File: config.mk
export PLATFORM = sky130hd
export DESIGN_NAME = strict_priority_task_scheduler
export DESIGN_NICKNAME = d
export VERILOG_FILES = /design/src/spts_pkg.sv /design/src/spts_ram.sv /design/src/spts_level_cell.sv /design/src/strict_priority_task_scheduler.sv
export SDC_FILE = /design/constraint.sdc
export NUM_CORES = 2
export LEC_CHECK = 0
export ABC_AREA = 1
export BUFFER_PORTS_ARGS = -buffer_cell sky130_fd_sc_hd__buf_4
export CAP_MARGIN = 20
export CORE_MARGIN = 3
export CORE_UTILIZATION = 55
export DETAILED_ROUTE_END_ITERATION = 7
export PLACE_DENSITY_LB_ADDON = 0.25
export REMOVE_ABC_BUFFERS = 1
export SETUP_SLACK_MARGIN = 0.05
export SYNTH_ARGS = -nofsm -noshare
export SYNTH_HDL_FRONTEND = slang
export SYNTH_HIERARCHICAL = 1
export SYNTH_SLANG_ARGS = --single-unit
File: constraint.sdc
create_clock -name clock -period 10.5 [get_ports clock]
set_clock_uncertainty 0.1 [all_clocks]
set_input_delay 1.575 -clock clock [delete_from_list [all_inputs] [get_ports clock]]
set_output_delay 1.575 -clock clock [all_outputs]
set_load 0.01 [all_outputs]
File: src/spts_pkg.sv
package spts_pkg;

   // Default configuration
   localparam int LEVELS_DEF      = 10;
   localparam int POOL_DEPTH_DEF  = 64;
   localparam int HANDLE_BITS_DEF = 16;

   // Field widths of the request and response
   localparam int FUNC_W   = 2;
   localparam int HANDLE_W = 16;
   localparam int PRIO_W   = 4;
   localparam int STATUS_W = 3;
   localparam int LEVEL_W  = 4;

   // Operation codes
   localparam logic [FUNC_W-1:0] FUNC_PUSH     = 2'd0;
   localparam logic [FUNC_W-1:0] FUNC_DISPATCH = 2'd1;
   localparam logic [FUNC_W-1:0] FUNC_REPORT   = 2'd2;

   // Status codes
   localparam logic [STATUS_W-1:0] ST_OK           = 3'd0;
   localparam logic [STATUS_W-1:0] ST_BAD_PRIO     = 3'd1;
   localparam logic [STATUS_W-1:0] ST_FULL         = 3'd2;
   localparam logic [STATUS_W-1:0] ST_EMPTY        = 3'd3;
   localparam logic [STATUS_W-1:0] ST_NONE_RUNNING = 3'd4;

   typedef struct packed {
      logic [FUNC_W-1:0]   func;
      logic [HANDLE_W-1:0] task_handle;
      logic [PRIO_W-1:0]   priority_req;
      logic                finished;
   } req_type;

   typedef struct packed {
      logic [STATUS_W-1:0] status;
      logic [HANDLE_W-1:0] run_handle;
      logic [LEVEL_W-1:0]  run_level;
      logic                run_valid;
   } rsp_type;

   // Per-level queue update command
   typedef struct packed {
      logic append;
      logic pop;
   } cell_op_type;

endpackage

File: src/spts_ram.sv
module spts_ram #(
   parameter int WIDTH = 8,
   parameter int DEPTH = 64,
   parameter int AW    = (DEPTH > 1) ? $clog2(DEPTH) : 1
) (
   input  logic             clock,
   input  logic             wr_en,
   input  logic [AW-1:0]    wr_addr,
   input  logic [WIDTH-1:0] wr_data,
   input  logic [AW-1:0]    rd_addr,
   output logic [WIDTH-1:0] rd_data
);

   logic [WIDTH-1:0] mem_ff [DEPTH];
   logic [WIDTH-1:0] rd_data_ff;

   // One write port, one registered read port
   always_ff @(posedge clock) begin
      if (wr_en) begin
         mem_ff[wr_addr] <= wr_data;
      end
      rd_data_ff <= mem_ff[rd_addr];
   end

   assign rd_data = rd_data_ff;

endmodule

File: src/spts_level_cell.sv
module spts_level_cell import spts_pkg::*; #(
   parameter int PW = 6
) (
   input  logic          clock,
   input  logic          reset,
   input  cell_op_type   op,
   input  logic [PW-1:0] entry,
   input  logic [PW-1:0] next_head,
   input  logic          higher_found,
   output logic          found,
   output logic          select,
   output logic          nonempty,
   output logic [PW-1:0] head,
   output logic [PW-1:0] tail
);

   logic [PW-1:0] head_ff, head_in;
   logic [PW-1:0] tail_ff, tail_in;
   logic          nonempty_ff, nonempty_in;

   // Queue pointer update: append at tail, pop at head
   always_comb begin
      head_in     = head_ff;
      tail_in     = tail_ff;
      nonempty_in = nonempty_ff;
      if (op.append) begin
         tail_in = entry;
         if (!nonempty_ff) begin
            head_in     = entry;
            nonempty_in = 1'b1;
         end
      end else if (op.pop) begin
         if (head_ff == tail_ff) begin
            nonempty_in = 1'b0;
         end else begin
            head_in = next_head;
         end
      end
   end

   always_ff @(posedge clock) begin
      if (reset) begin
         head_ff     <= '0;
         tail_ff     <= '0;
         nonempty_ff <= 1'b0;
      end else begin
         head_ff     <= head_in;
         tail_ff     <= tail_in;
         nonempty_ff <= nonempty_in;
      end
   end

   // Priority ripple: this level wins if it is queued and nothing above is queued
   assign found    = higher_found | nonempty_ff;
   assign select   = nonempty_ff & ~higher_found;
   assign nonempty = nonempty_ff;
   assign head     = head_ff;
   assign tail     = tail_ff;

endmodule

File: src/strict_priority_task_scheduler.sv
// A request accepted in S_IDLE is registered as the state moves to S_EXEC; there the
// registered reads of the link and handle memories return, any link write is made
// and the response is registered. No new request is taken until the block is idle.
// The receiver cannot stall; each response is shown for one cycle only.
// Reset (synchronous): queues empty, nothing running; then a pass over every pool
// entry chains the free list, with busy high until it completes.
module strict_priority_task_scheduler import spts_pkg::*; #(
   parameter int LEVELS      = LEVELS_DEF,
   parameter int POOL_DEPTH  = POOL_DEPTH_DEF,
   parameter int HANDLE_BITS = HANDLE_BITS_DEF
) (
   input  logic    clock,
   input  logic    reset,
   input  logic    start,
   input  req_type req_item,
   output logic    busy,
   output logic    rsp_strobe,
   output rsp_type rsp_item
);

   localparam int PW      = (POOL_DEPTH > 1) ? $clog2(POOL_DEPTH) : 1;
   localparam int CW      = $clog2(POOL_DEPTH + 1);
   localparam int LW      = $clog2(LEVELS);
   localparam int STORE_W = (HANDLE_BITS < HANDLE_W) ? HANDLE_BITS : HANDLE_W;

   localparam logic [1:0] S_CLEAR = 2'd0;
   localparam logic [1:0] S_IDLE  = 2'd1;
   localparam logic [1:0] S_EXEC  = 2'd2;

   localparam logic [PW-1:0] LAST_ENTRY = PW'(POOL_DEPTH - 1);

   logic [1:0]    state_ff, state_in;
   logic [PW-1:0] clr_ff, clr_in;
   req_type       req_ff, req_in;
   logic [PW-1:0] free_head_ff, free_head_in;
   logic [CW-1:0] free_cnt_ff, free_cnt_in;
   logic [PW-1:0] run_entry_ff, run_entry_in;
   logic [LW-1:0] run_level_ff, run_level_in;
   logic          run_valid_ff, run_valid_in;
   rsp_type       rsp_ff, rsp_in;
   logic          strobe_ff, strobe_in;

   logic          accept;

   // Level cell chain
   logic [LEVELS:0]   found_chain;
   logic [LEVELS-1:0] cell_sel;
   logic [LEVELS-1:0] cell_nonempty;
   logic [PW-1:0]     cell_head [LEVELS];
   logic [PW-1:0]     cell_tail [LEVELS];
   cell_op_type       cell_op   [LEVELS];

   logic [LW-1:0] sel_idx;
   logic [PW-1:0] sel_head;

   // Memory ports
   logic               link_we;
   logic [PW-1:0]      link_wa, link_ra;
   logic [PW-1:0]      link_wd, link_rd;
   logic               hnd_we;
   logic [PW-1:0]      hnd_ra;
   logic [STORE_W-1:0] hnd_rd;

   // Execute-cycle decisions
   logic          app_en, pop_en;
   logic [LW-1:0] app_lvl;
   logic [PW-1:0] app_entry;
   logic          ex_link_we;
   logic [PW-1:0] ex_link_wa, ex_link_wd;
   logic [PRIO_W-1:0] prio_m1;
   logic              prio_ok;
   logic [HANDLE_W-1:0] hnd_ext;
   logic [LEVEL_W-1:0]  lvl_ext;

   assign busy   = (state_ff != S_IDLE);
   assign accept = start & ~busy;

   assign found_chain[LEVELS] = 1'b0;

   for (genvar i = 0; i < LEVELS; i++) begin : g_cell
      assign cell_op[i].append = app_en && (app_lvl == LW'(i));
      assign cell_op[i].pop    = pop_en && cell_sel[i];

      spts_level_cell #(
         .PW (PW)
      ) u_cell (
         .clock        (clock),
         .reset        (reset),
         .op           (cell_op[i]),
         .entry        (app_entry),
         .next_head    (link_rd),
         .higher_found (found_chain[i+1]),
         .found        (found_chain[i]),
         .select       (cell_sel[i]),
         .nonempty     (cell_nonempty[i]),
         .head         (cell_head[i]),
         .tail         (cell_tail[i])
      );
   end

   // Encode the winning level and its head entry
   always_comb begin
      sel_idx  = '0;
      sel_head = '0;
      for (int i = 0; i < LEVELS; i++) begin
         if (cell_sel[i]) begin
            sel_idx  = sel_idx | LW'(i);
            sel_head = sel_head | cell_head[i];
         end
      end
   end

   // Read addresses are issued in the accept cycle
   assign link_ra = (req_item.func == FUNC_PUSH) ? free_head_ff : sel_head;
   assign hnd_ra  = run_valid_ff ? run_entry_ff : sel_head;

   spts_ram #(
      .WIDTH (PW),
      .DEPTH (POOL_DEPTH)
   ) u_link_ram (
      .clock   (clock),
      .wr_en   (link_we),
      .wr_addr (link_wa),
      .wr_data (link_wd),
      .rd_addr (link_ra),
      .rd_data (link_rd)
   );

   spts_ram #(
      .WIDTH (STORE_W),
      .DEPTH (POOL_DEPTH)
   ) u_handle_ram (
      .clock   (clock),
      .wr_en   (hnd_we),
      .wr_addr (free_head_ff),
      .wr_data (req_ff.task_handle[STORE_W-1:0]),
      .rd_addr (hnd_ra),
      .rd_data (hnd_rd)
   );

   assign prio_m1 = req_ff.priority_req - PRIO_W'(1);
   assign prio_ok = (req_ff.priority_req != '0) &&
                    ({1'b0, req_ff.priority_req} <= (PRIO_W + 1)'(LEVELS));

   always_comb begin
      hnd_ext              = '0;
      hnd_ext[STORE_W-1:0] = hnd_rd;
      lvl_ext              = '0;
      lvl_ext[LW-1:0]      = run_valid_ff ? run_level_ff : sel_idx;
   end

   // Execute: at most one link write, pointer and running-task updates, response
   always_comb begin
      app_en       = 1'b0;
      pop_en       = 1'b0;
      app_lvl      = prio_m1[LW-1:0];
      app_entry    = free_head_ff;
      ex_link_we   = 1'b0;
      ex_link_wa   = '0;
      ex_link_wd   = '0;
      hnd_we       = 1'b0;
      free_head_in = free_head_ff;
      free_cnt_in  = free_cnt_ff;
      run_entry_in = run_entry_ff;
      run_level_in = run_level_ff;
      run_valid_in = run_valid_ff;
      rsp_in       = '0;
      rsp_in.status = ST_OK;
      if (state_ff == S_EXEC) begin
         case (req_ff.func)
            FUNC_PUSH: begin
               if (!prio_ok) begin
                  rsp_in.status = ST_BAD_PRIO;
               end else if (free_cnt_ff == '0) begin
                  rsp_in.status = ST_FULL;
               end else begin
                  app_en       = 1'b1;
                  hnd_we       = 1'b1;
                  free_head_in = link_rd;
                  free_cnt_in  = free_cnt_ff - CW'(1);
                  if (cell_nonempty[app_lvl]) begin
                     ex_link_we = 1'b1;
                     ex_link_wa = cell_tail[app_lvl];
                     ex_link_wd = free_head_ff;
                  end
               end
            end
            FUNC_DISPATCH: begin
               if (run_valid_ff) begin
                  rsp_in.run_handle = hnd_ext;
                  rsp_in.run_level  = lvl_ext;
                  rsp_in.run_valid  = 1'b1;
               end else if (!found_chain[0]) begin
                  rsp_in.status = ST_EMPTY;
               end else begin
                  pop_en            = 1'b1;
                  run_entry_in      = sel_head;
                  run_level_in      = sel_idx;
                  run_valid_in      = 1'b1;
                  rsp_in.run_handle = hnd_ext;
                  rsp_in.run_level  = lvl_ext;
                  rsp_in.run_valid  = 1'b1;
               end
            end
            FUNC_REPORT: begin
               if (!run_valid_ff) begin
                  rsp_in.status = ST_NONE_RUNNING;
               end else begin
                  run_valid_in = 1'b0;
                  if (req_ff.finished) begin
                     // return entry to the free list
                     ex_link_we   = 1'b1;
                     ex_link_wa   = run_entry_ff;
                     ex_link_wd   = free_head_ff;
                     free_head_in = run_entry_ff;
                     free_cnt_in  = free_cnt_ff + CW'(1);
                  end else begin
                     // requeue at the tail of its own level
                     app_en    = 1'b1;
                     app_lvl   = run_level_ff;
                     app_entry = run_entry_ff;
                     if (cell_nonempty[run_level_ff]) begin
                        ex_link_we = 1'b1;
                        ex_link_wa = cell_tail[run_level_ff];
                        ex_link_wd = run_entry_ff;
                     end
                  end
               end
            end
            default: begin
            end
         endcase
      end
   end

   // Link memory write: free-list chaining pass after reset, else execute
   always_comb begin
      if (state_ff == S_CLEAR) begin
         link_we = 1'b1;
         link_wa = clr_ff;
         link_wd = (clr_ff == LAST_ENTRY) ? '0 : clr_ff + PW'(1);
      end else begin
         link_we = ex_link_we;
         link_wa = ex_link_wa;
         link_wd = ex_link_wd;
      end
   end

   // Sequencer
   always_comb begin
      state_in  = state_ff;
      clr_in    = clr_ff;
      req_in    = req_ff;
      strobe_in = 1'b0;
      case (state_ff)
         S_CLEAR: begin
            clr_in = clr_ff + PW'(1);
            if (clr_ff == LAST_ENTRY) begin
               state_in = S_IDLE;
            end
         end
         S_IDLE: begin
            if (accept) begin
               req_in   = req_item;
               state_in = S_EXEC;
            end
         end
         S_EXEC: begin
            strobe_in = 1'b1;
            state_in  = S_IDLE;
         end
         default: begin
            state_in = S_IDLE;
         end
      endcase
   end

   always_ff @(posedge clock) begin
      if (reset) begin
         state_ff     <= S_CLEAR;
         clr_ff       <= '0;
         free_head_ff <= '0;
         free_cnt_ff  <= CW'(POOL_DEPTH);
         run_entry_ff <= '0;
         run_level_ff <= '0;
         run_valid_ff <= 1'b0;
         strobe_ff    <= 1'b0;
      end else begin
         state_ff     <= state_in;
         clr_ff       <= clr_in;
         free_head_ff <= free_head_in;
         free_cnt_ff  <= free_cnt_in;
         run_entry_ff <= run_entry_in;
         run_level_ff <= run_level_in;
         run_valid_ff <= run_valid_in;
         strobe_ff    <= strobe_in;
      end
   end

   // Payload registers
   always_ff @(posedge clock) begin
      req_ff <= req_in;
      rsp_ff <= rsp_in;
   end

   assign rsp_strobe = strobe_ff;
   assign rsp_item   = rsp_ff;

endmodule

## Yosys cells after proc, flatten, opt, wreduce, memory -nomap -nowiden

Memory sizes are Yosys's and may differ from the RTL's. A register that Yosys moved wholly into a read port is not among the register bits.
Cells that the tools add are included.

| storage, ports and cells | value |
|---|---|
| output and inout port bits | 26 |
| bits in writable memories | 1408 |
| memories kept | 2 |
| bits in registers | 210 |
| logic and storage cells | 402 |
| bits of input ports | 26 |

Memory list:

| name | words | bits a word | rd ports | clocked after memory_dff | wr ports | line | RTL |
|---|---|---|---|---|---|---|---|
| u_handle_ram.mem_ff | 64 | 16 | 1 | 1 | 1 | spts_ram.sv:14 | `logic [WIDTH-1:0] mem_ff [DEPTH];` |
| u_link_ram.mem_ff | 64 | 6 | 1 | 1 | 1 | spts_ram.sv:14 |  |

| operators by class | value |
|---|---|
| add/subtract/negate cells | 4 |
| magnitude comparators | 5 |
| muxes and demuxes | 178 |
| reduce and logical (&&, ||, !) cells | 75 |
| equality and inequality tests | 51 |
| bitwise gates (word level) | 41 |

Operators by type and width:

| operator | count |
|---|---|
| 2-to-1 mux 6 bit | 81 |
| equality test 6 bit | 10 |
| 2-to-1 mux 1 bit | 58 |
| bitwise OR 6 bit | 9 |
| != test 2 bit (second input constant) | 25 |
| binary-select mux 6 bit (select 4 bit) | 2 |
| nonzero test 2 bit | 22 |
| 2-to-1 mux 21 bit | 2 |
| case mux 6 bit (2 select lines) | 3 |
| AND reduction 3 bit | 10 |
| 2-to-1 mux 4 bit | 7 |
| 2-to-1 mux 7 bit | 4 |
| AND reduction 2 bit | 14 |
| logical AND 1 bit | 21 |
| equality test 4 x 3 -> 1 bit (second input constant) | 4 |
| 2-to-1 mux 2 bit | 8 |
| 2-to-1 mux 3 bit | 5 |
| case mux 7 bit (2 select lines) | 1 |
| inverter 1 bit | 11 |
| bitwise AND 1 bit | 10 |
| greater-or-equal comparator 5 bit (second input constant) | 2 |
| < comparator 4 x 5 -> 1 bit (second input constant) | 2 |
| inverter 4 -> 5 bit | 2 |
| bitwise OR 1 bit | 9 |
| other kinds (22) | 32 |

## Longest topological paths before layout

| logic depth | value |
|---|---|
| word-level depth | 30 |
| gate-level depth with buffers | 27 |
| depth with buffers taken out | 24 |

## Cells and area by module

Netlist, hierarchy kept.

By module, submodules not included:

| module | area an instance (um^2) | instances | sequential area each (um^2) | cells each |
|---|---|---|---|---|
| spts_ram at u_handle_ram | 42140.4 | 1 | 31069.8 | 3534 |
| spts_ram at u_link_ram | 15930.3 | 1 | 11651.2 | 1376 |
| spts_level_cell | 709.4 | 10 | 260.2 | 117 |
| strict_priority_task_scheduler | 5864.4 | 1 | 1831.8 | 932 |

## Least setup slack after synthesis

OpenSTA, ideal clock, no wires.

| path | value |
|---|---|
| kind | register to register |
| start | register g_cell[9].u_cell.nonempty_ff |
| end | register u_handle_ram.rd_data_ff[5], in the netlist u_handle_ram/rd_data[5] (read register of u_handle_ram.mem_ff) |
| required time | 10287 ps |
| clock period less this slack | 4719 ps |
| library setup time | 113 ps |
| path buffers | 3 |
| cell stages (with the launch flop) | 28 |
| data arrival time | 4506 ps |
| path slack | 5781 ps |
| path through | dfxtp_1 > or2_2 > or2_2 > or2_2 > or2_2 > or2_2 > or2_2 > or2_2 > or2_2 > or2_2 > nor2_1 > a22o_1 > a211oi_1 > nand2_1 > nand2_1 > o21ai_0 > buf_6 > inv_8 > buf_6 > buf_4 > nand2_1 > nand3_1 > nand3_1 > nand2_1 > nand2_1 > nand3_1 > nand3_1 > nand2_1 |

| between the ends | value |
|---|---|
| word-level cells in the longest chain between the ends | 30 |
| elaborated cells on any way between the ends | 46 |
| those cells by class | mux: 11; bitwise: 35 |

RTL lines:

| item | line | RTL |
|---|---|---|
| start: declaration | spts_level_cell.sv:19 | `logic nonempty_ff, nonempty_in;` |
| start signal: assignment | spts_level_cell.sv:49 | `nonempty_ff <= nonempty_in;` |
| bitwise OR 1 bit * | spts_level_cell.sv:54 | `assign found = higher_found \| nonempty_ff;` |
| named net found_chain[8] | strict_priority_task_scheduler.sv:46 | `logic [LEVELS:0] found_chain;` |
| bitwise OR 1 bit * | spts_level_cell.sv:54 |  |
| named net found_chain[7] | strict_priority_task_scheduler.sv:46 |  |
| bitwise OR 1 bit * | spts_level_cell.sv:54 |  |
| named net found_chain[6] | strict_priority_task_scheduler.sv:46 |  |
| bitwise OR 1 bit * | spts_level_cell.sv:54 |  |
| named net found_chain[5] | strict_priority_task_scheduler.sv:46 |  |
| [... 1 more ...] | -- |  |
| named net found_chain[4] | strict_priority_task_scheduler.sv:46 |  |
| [... 1 more ...] | -- |  |
| named net found_chain[3] | strict_priority_task_scheduler.sv:46 |  |
| [... 1 more ...] | -- |  |
| named net found_chain[2] | strict_priority_task_scheduler.sv:46 |  |
| [... 1 more ...] | -- |  |
| named net found_chain[1] | strict_priority_task_scheduler.sv:46 |  |
| [... 2 more ...] | -- |  |
| named net cell_sel[0] | strict_priority_task_scheduler.sv:47 | `logic [LEVELS-1:0] cell_sel;` |
| [... 13 more ...] | -- |  |
| bitwise OR 6 bit | strict_priority_task_scheduler.sv:108 | `sel_head = sel_head \| cell_head[i];` |
| 2-to-1 mux 6 bit * | strict_priority_task_scheduler.sv:106 | `if (cell_sel[i]) begin` |
| bitwise OR 6 bit | strict_priority_task_scheduler.sv:108 |  |
| 2-to-1 mux 6 bit * | strict_priority_task_scheduler.sv:106 |  |
| bitwise OR 6 bit | strict_priority_task_scheduler.sv:108 |  |
| 2-to-1 mux 6 bit * | strict_priority_task_scheduler.sv:106 |  |
| 2-to-1 mux 6 bit * | strict_priority_task_scheduler.sv:115 | `assign hnd_ra = run_valid_ff ? run_entry_ff : sel_head;` |
| named net hnd_ra[0] | strict_priority_task_scheduler.sv:61 | `logic [PW-1:0] hnd_ra;` |
| end: declaration | spts_ram.sv:15 | `logic [WIDTH-1:0] rd_data_ff;` |

The timed path passes the listed nets; every way through them passes the cells marked *.
A chain may end at the register's enable or synchronous reset.

## Final worst setup path

| path | value |
|---|---|
| start | register g_cell[9].u_cell.nonempty_ff |
| end | register u_handle_ram.rd_data_ff[13], in the netlist u_handle_ram/rd_data[13] (read register of u_handle_ram.mem_ff) |

The elaborated chain is that of the path after synthesis.

==> flow_summary.ini <==
[routing]
dr_total_vias = 51400
drcViolationCount = 0
firstDrtPassIters = 6
drtIter0Drc = 6129
viasPerCell = 5.871
antenna_left = 0
wl_per_cell_um = 22.21
routed_wl_mm = 194.5

[synthesis]
syn_area_sq_um = 71030
ys_seq_area_share_pct = 66.39
synth_cell_types = 44
avgSynthCellArea_sq_um = 10.13
synth_cells = 7012
synth_warnings = 6
ys_seq_elements = 1640

[worst_setup_path]
rr_worst_depth = 25
r2r-end = u_handle_ram/rd_data[13]
rr_startpoint = g_cell[9].u_cell/nonempty
critPathRequiredTime_ns = 11.12
endpoint_kind = flip-flop
crit_path_end = u_handle_ram/rd_data[13]
crit_path_start = g_cell[9].u_cell/nonempty
worstPathMaxFanout = 89
crit_arrival_ns = 7.74
r2r_setup_slack_ns = 3.38
cp-start-kind = flip-flop
criticalPathCategory = reg -> reg

[placed_design]
dpl_worst_slack_ns = 3.557
dpl_cell_area_sq_um = 72290
dp_cells = 8462
gp_congestion = 0.9550
dp_hpwl_mm = 110.4
portBuffers = 51

[sta]
whs_ns = 0.3090
slew-limit-headroom_pct = 20.68
fin_crit_ns = 7.118
max_freq_mhz = 140.5
maxSlewViolCount = 0
rsz0062_at_grt = false
hold_viol_final = 0
setup_ws_ns = 3.382
finalSetupTns_ns = 0
fin_crit_sh_pct = 67.79
finalSetupViolations = 0
worstMarginPinSlew_ns = 1.190

[global_route]
grt_pass1_wl_mm = 292.3
grt.overflow.total = 0
grt_pass1_vias = 48160
antenna_found_initial = 0
grt_max_degree = 178
grt_use_total_pct = 28.88

[floorplanning]
die_h_um = 365.4
initial_core_util_pct = 55.56
core_area_sq_um = 127800
die_area_sq_um = 133500
die_w_um = 365.4
num_io_pins = 52
row_count = 131

[cts]
cts_root_buffer = clkbuf_16
cts_hold_buf = 0
clkLatencyLatePin_ns = 0.79
cts_setup_buffers = 0
cts_buffers = 162
cts_max_path_buffers = 3
htree_levels = 4
clk_pin_slew_ns = 0.07
cts_tree = done
clock-sinks = 1640
ctsResizeCount = 0

[power_and_ir_drop]
power_density_nw_per_um2 = 164.9
totalPowerFinal_mw = 12.75
ir_drop_mv = 0.1729
power.leakage_nw = 28.78

[min_path]
whs_path_depth = 2
hold_class = reg -> reg

[finish]
fin_cells = 8755
fin_util_pct = 60.49
num_antenna_cells = 0
fin_nets = 7004
synthToLayoutAreaGrowth_pct = 8.869
post-route-cell-area_sq_um = 77330
drive_gt1_share_pct = 6.866

[flow_run]
max_cap_viol_count = 0

[outcome]
status = completed
-- cells by family (layout without fill, tap and decap cells) --
kind of cell | Yosys count | in the layout | synth area share, %
flip-flops | 1640 | 1640 | 66.39
other | 1 | 2 | 0.005280
adder cells (fa/ha/maj) | 13 | 13 | 0.2396
AND/OR/NAND/NOR | 4278 | 4278 | 25.30
multiplexers | 6 | 6 | 0.08456
AO/OA/AOI/OAI | 330 | 330 | 2.535
XOR/XNOR | 9 | 9 | 0.1374
buffers and inverters | 735 | 815 | 5.315
-- power breakdown --
group | switching [mW] | total [mW] | internal, mW
Sequential | 0.0254 | 7.05 | 7.03
Clock | 2.39 | 5.56 | 3.17
Combinational | 0.102 | 0.135 | 0.0328
Total | 2.52 | 12.8 | 10.2
-- state kept, by name, summed over array words and instances (netlist names), 4 cells and up --
signal,count
u_handle_ram/rd_data,16
g_cell.u_cell/head,60
u_link_ram/mem_ff,384
g_cell.u_cell/nonempty,10
free_head_ff,6
run_entry_ff,6
req_ff,23
clr_ff,6
u_handle_ram/mem_ff,1024
g_cell.u_cell/tail,60
rsp_item,24
free_cnt_ff,7
run_level_ff,4
u_link_ram/rd_data,6
-- worst max-delay path, stage by stage, from the launching register on --
cell and delay, ns:
dfxtp_1 0.34, or2_2 0.31, or2_2 0.30, or2_2 0.29, or2_2 0.30, or2_2 0.29, or2_2 0.31, or2_2 0.29
or2_2 0.29, or2_2 0.30, nor2_1 0.36, a22o_1 0.24, a211oi_1 0.08, nand2_1 0.22, nand2_1 0.12, o21ai_4 0.24
buf_4 0.66, buf_4 0.85, nand2_1 0.11, nand3_1 0.16, nand3_1 0.11, nand2_1 0.10, nand2_1 0.15, nand3_1 0.15
nand3_1 0.18, nand2_1 0.11
-- per-layer routing --
layer / track usage, % / vias to the layer above / wire length [um]
met2: 46.63 / 2629 / 91650
met3: 4.783 / 432 / 19140
met5: 0 / - / 0
met1: 39.76 / 24620 / 76390
li1: - / 23720 / -
met4: 10.58 / 0 / 7291
-- cells in the mapped netlist, drive strengths merged --
cell,instances,area (sq um)
nand2,2554,9614
edfxtp,1431,42970
nand3,1367,6879
buf,347,2306
inv,330,1251
nor2,306,1169
dfxtp,209,4184
a21oi,186,968.4
o21ai,111,555.5
clkbuf,57,214.0
nor3,19,105.1
or2,15,93.84
a22o,12,105.1
ha,12,150.1
a211oi,9,72.57
nand4,9,56.30
nor4,8,50.05
xor2,7,80.08
a221oi,6,52.55
mux2i,6,60.06
o211ai,5,37.54
xnor2,2,17.52
clkinv,1,3.750
conb,1,3.750
fa,1,20.02
o41ai,1,8.760
-- worst min-delay path by stage --
stage	start	endpoint
global route	u_handle_ram/rd_data[4]	rsp_item[9]
global placement	u_handle_ram/rd_data[5]	rsp_item[10]
detailed placement	u_handle_ram/rd_data[5]	rsp_item[10]
finish	u_handle_ram/rd_data[5]	rsp_item[10]
CTS	u_handle_ram/rd_data[5]	rsp_item[10]
floorplan	u_handle_ram/rd_data[5]	rsp_item[10]
-- area by class of cell --
class | count | area [sq um]
fillers | 10400 | 50520
flip-flops and latches | 1640 | 47160
multi-input cells | 4638 | 20260
clock buffers | 221 | 4523
well taps | 1662 | 2079
repair buffers | 192 | 1529
inverters | 331 | 1277
clock inverters | 71 | 506.7
-- cell usage in the layout (no fill, tap or decap), drive strengths merged, types with 2 or more instances in the layout --
cell / n
or2: 15
a221oi: 6
clkbuf: 221
ha: 12
buf: 192
a21oi: 186
mux2i: 6
a211oi: 9
bufinv: 7
clkinv: 60
xnor2: 2
edfxtp: 1431
nor4: 8
clkinvlp: 4
nand3: 1367
nor3: 19
nor2: 306
o211ai: 5
nand4: 9
o21ai: 111
inv: 331
conb: 2
xor2: 7
nand2: 2554
dfxtp: 209
a22o: 12
Note: power is estimated with default switching activity, not from simulation.
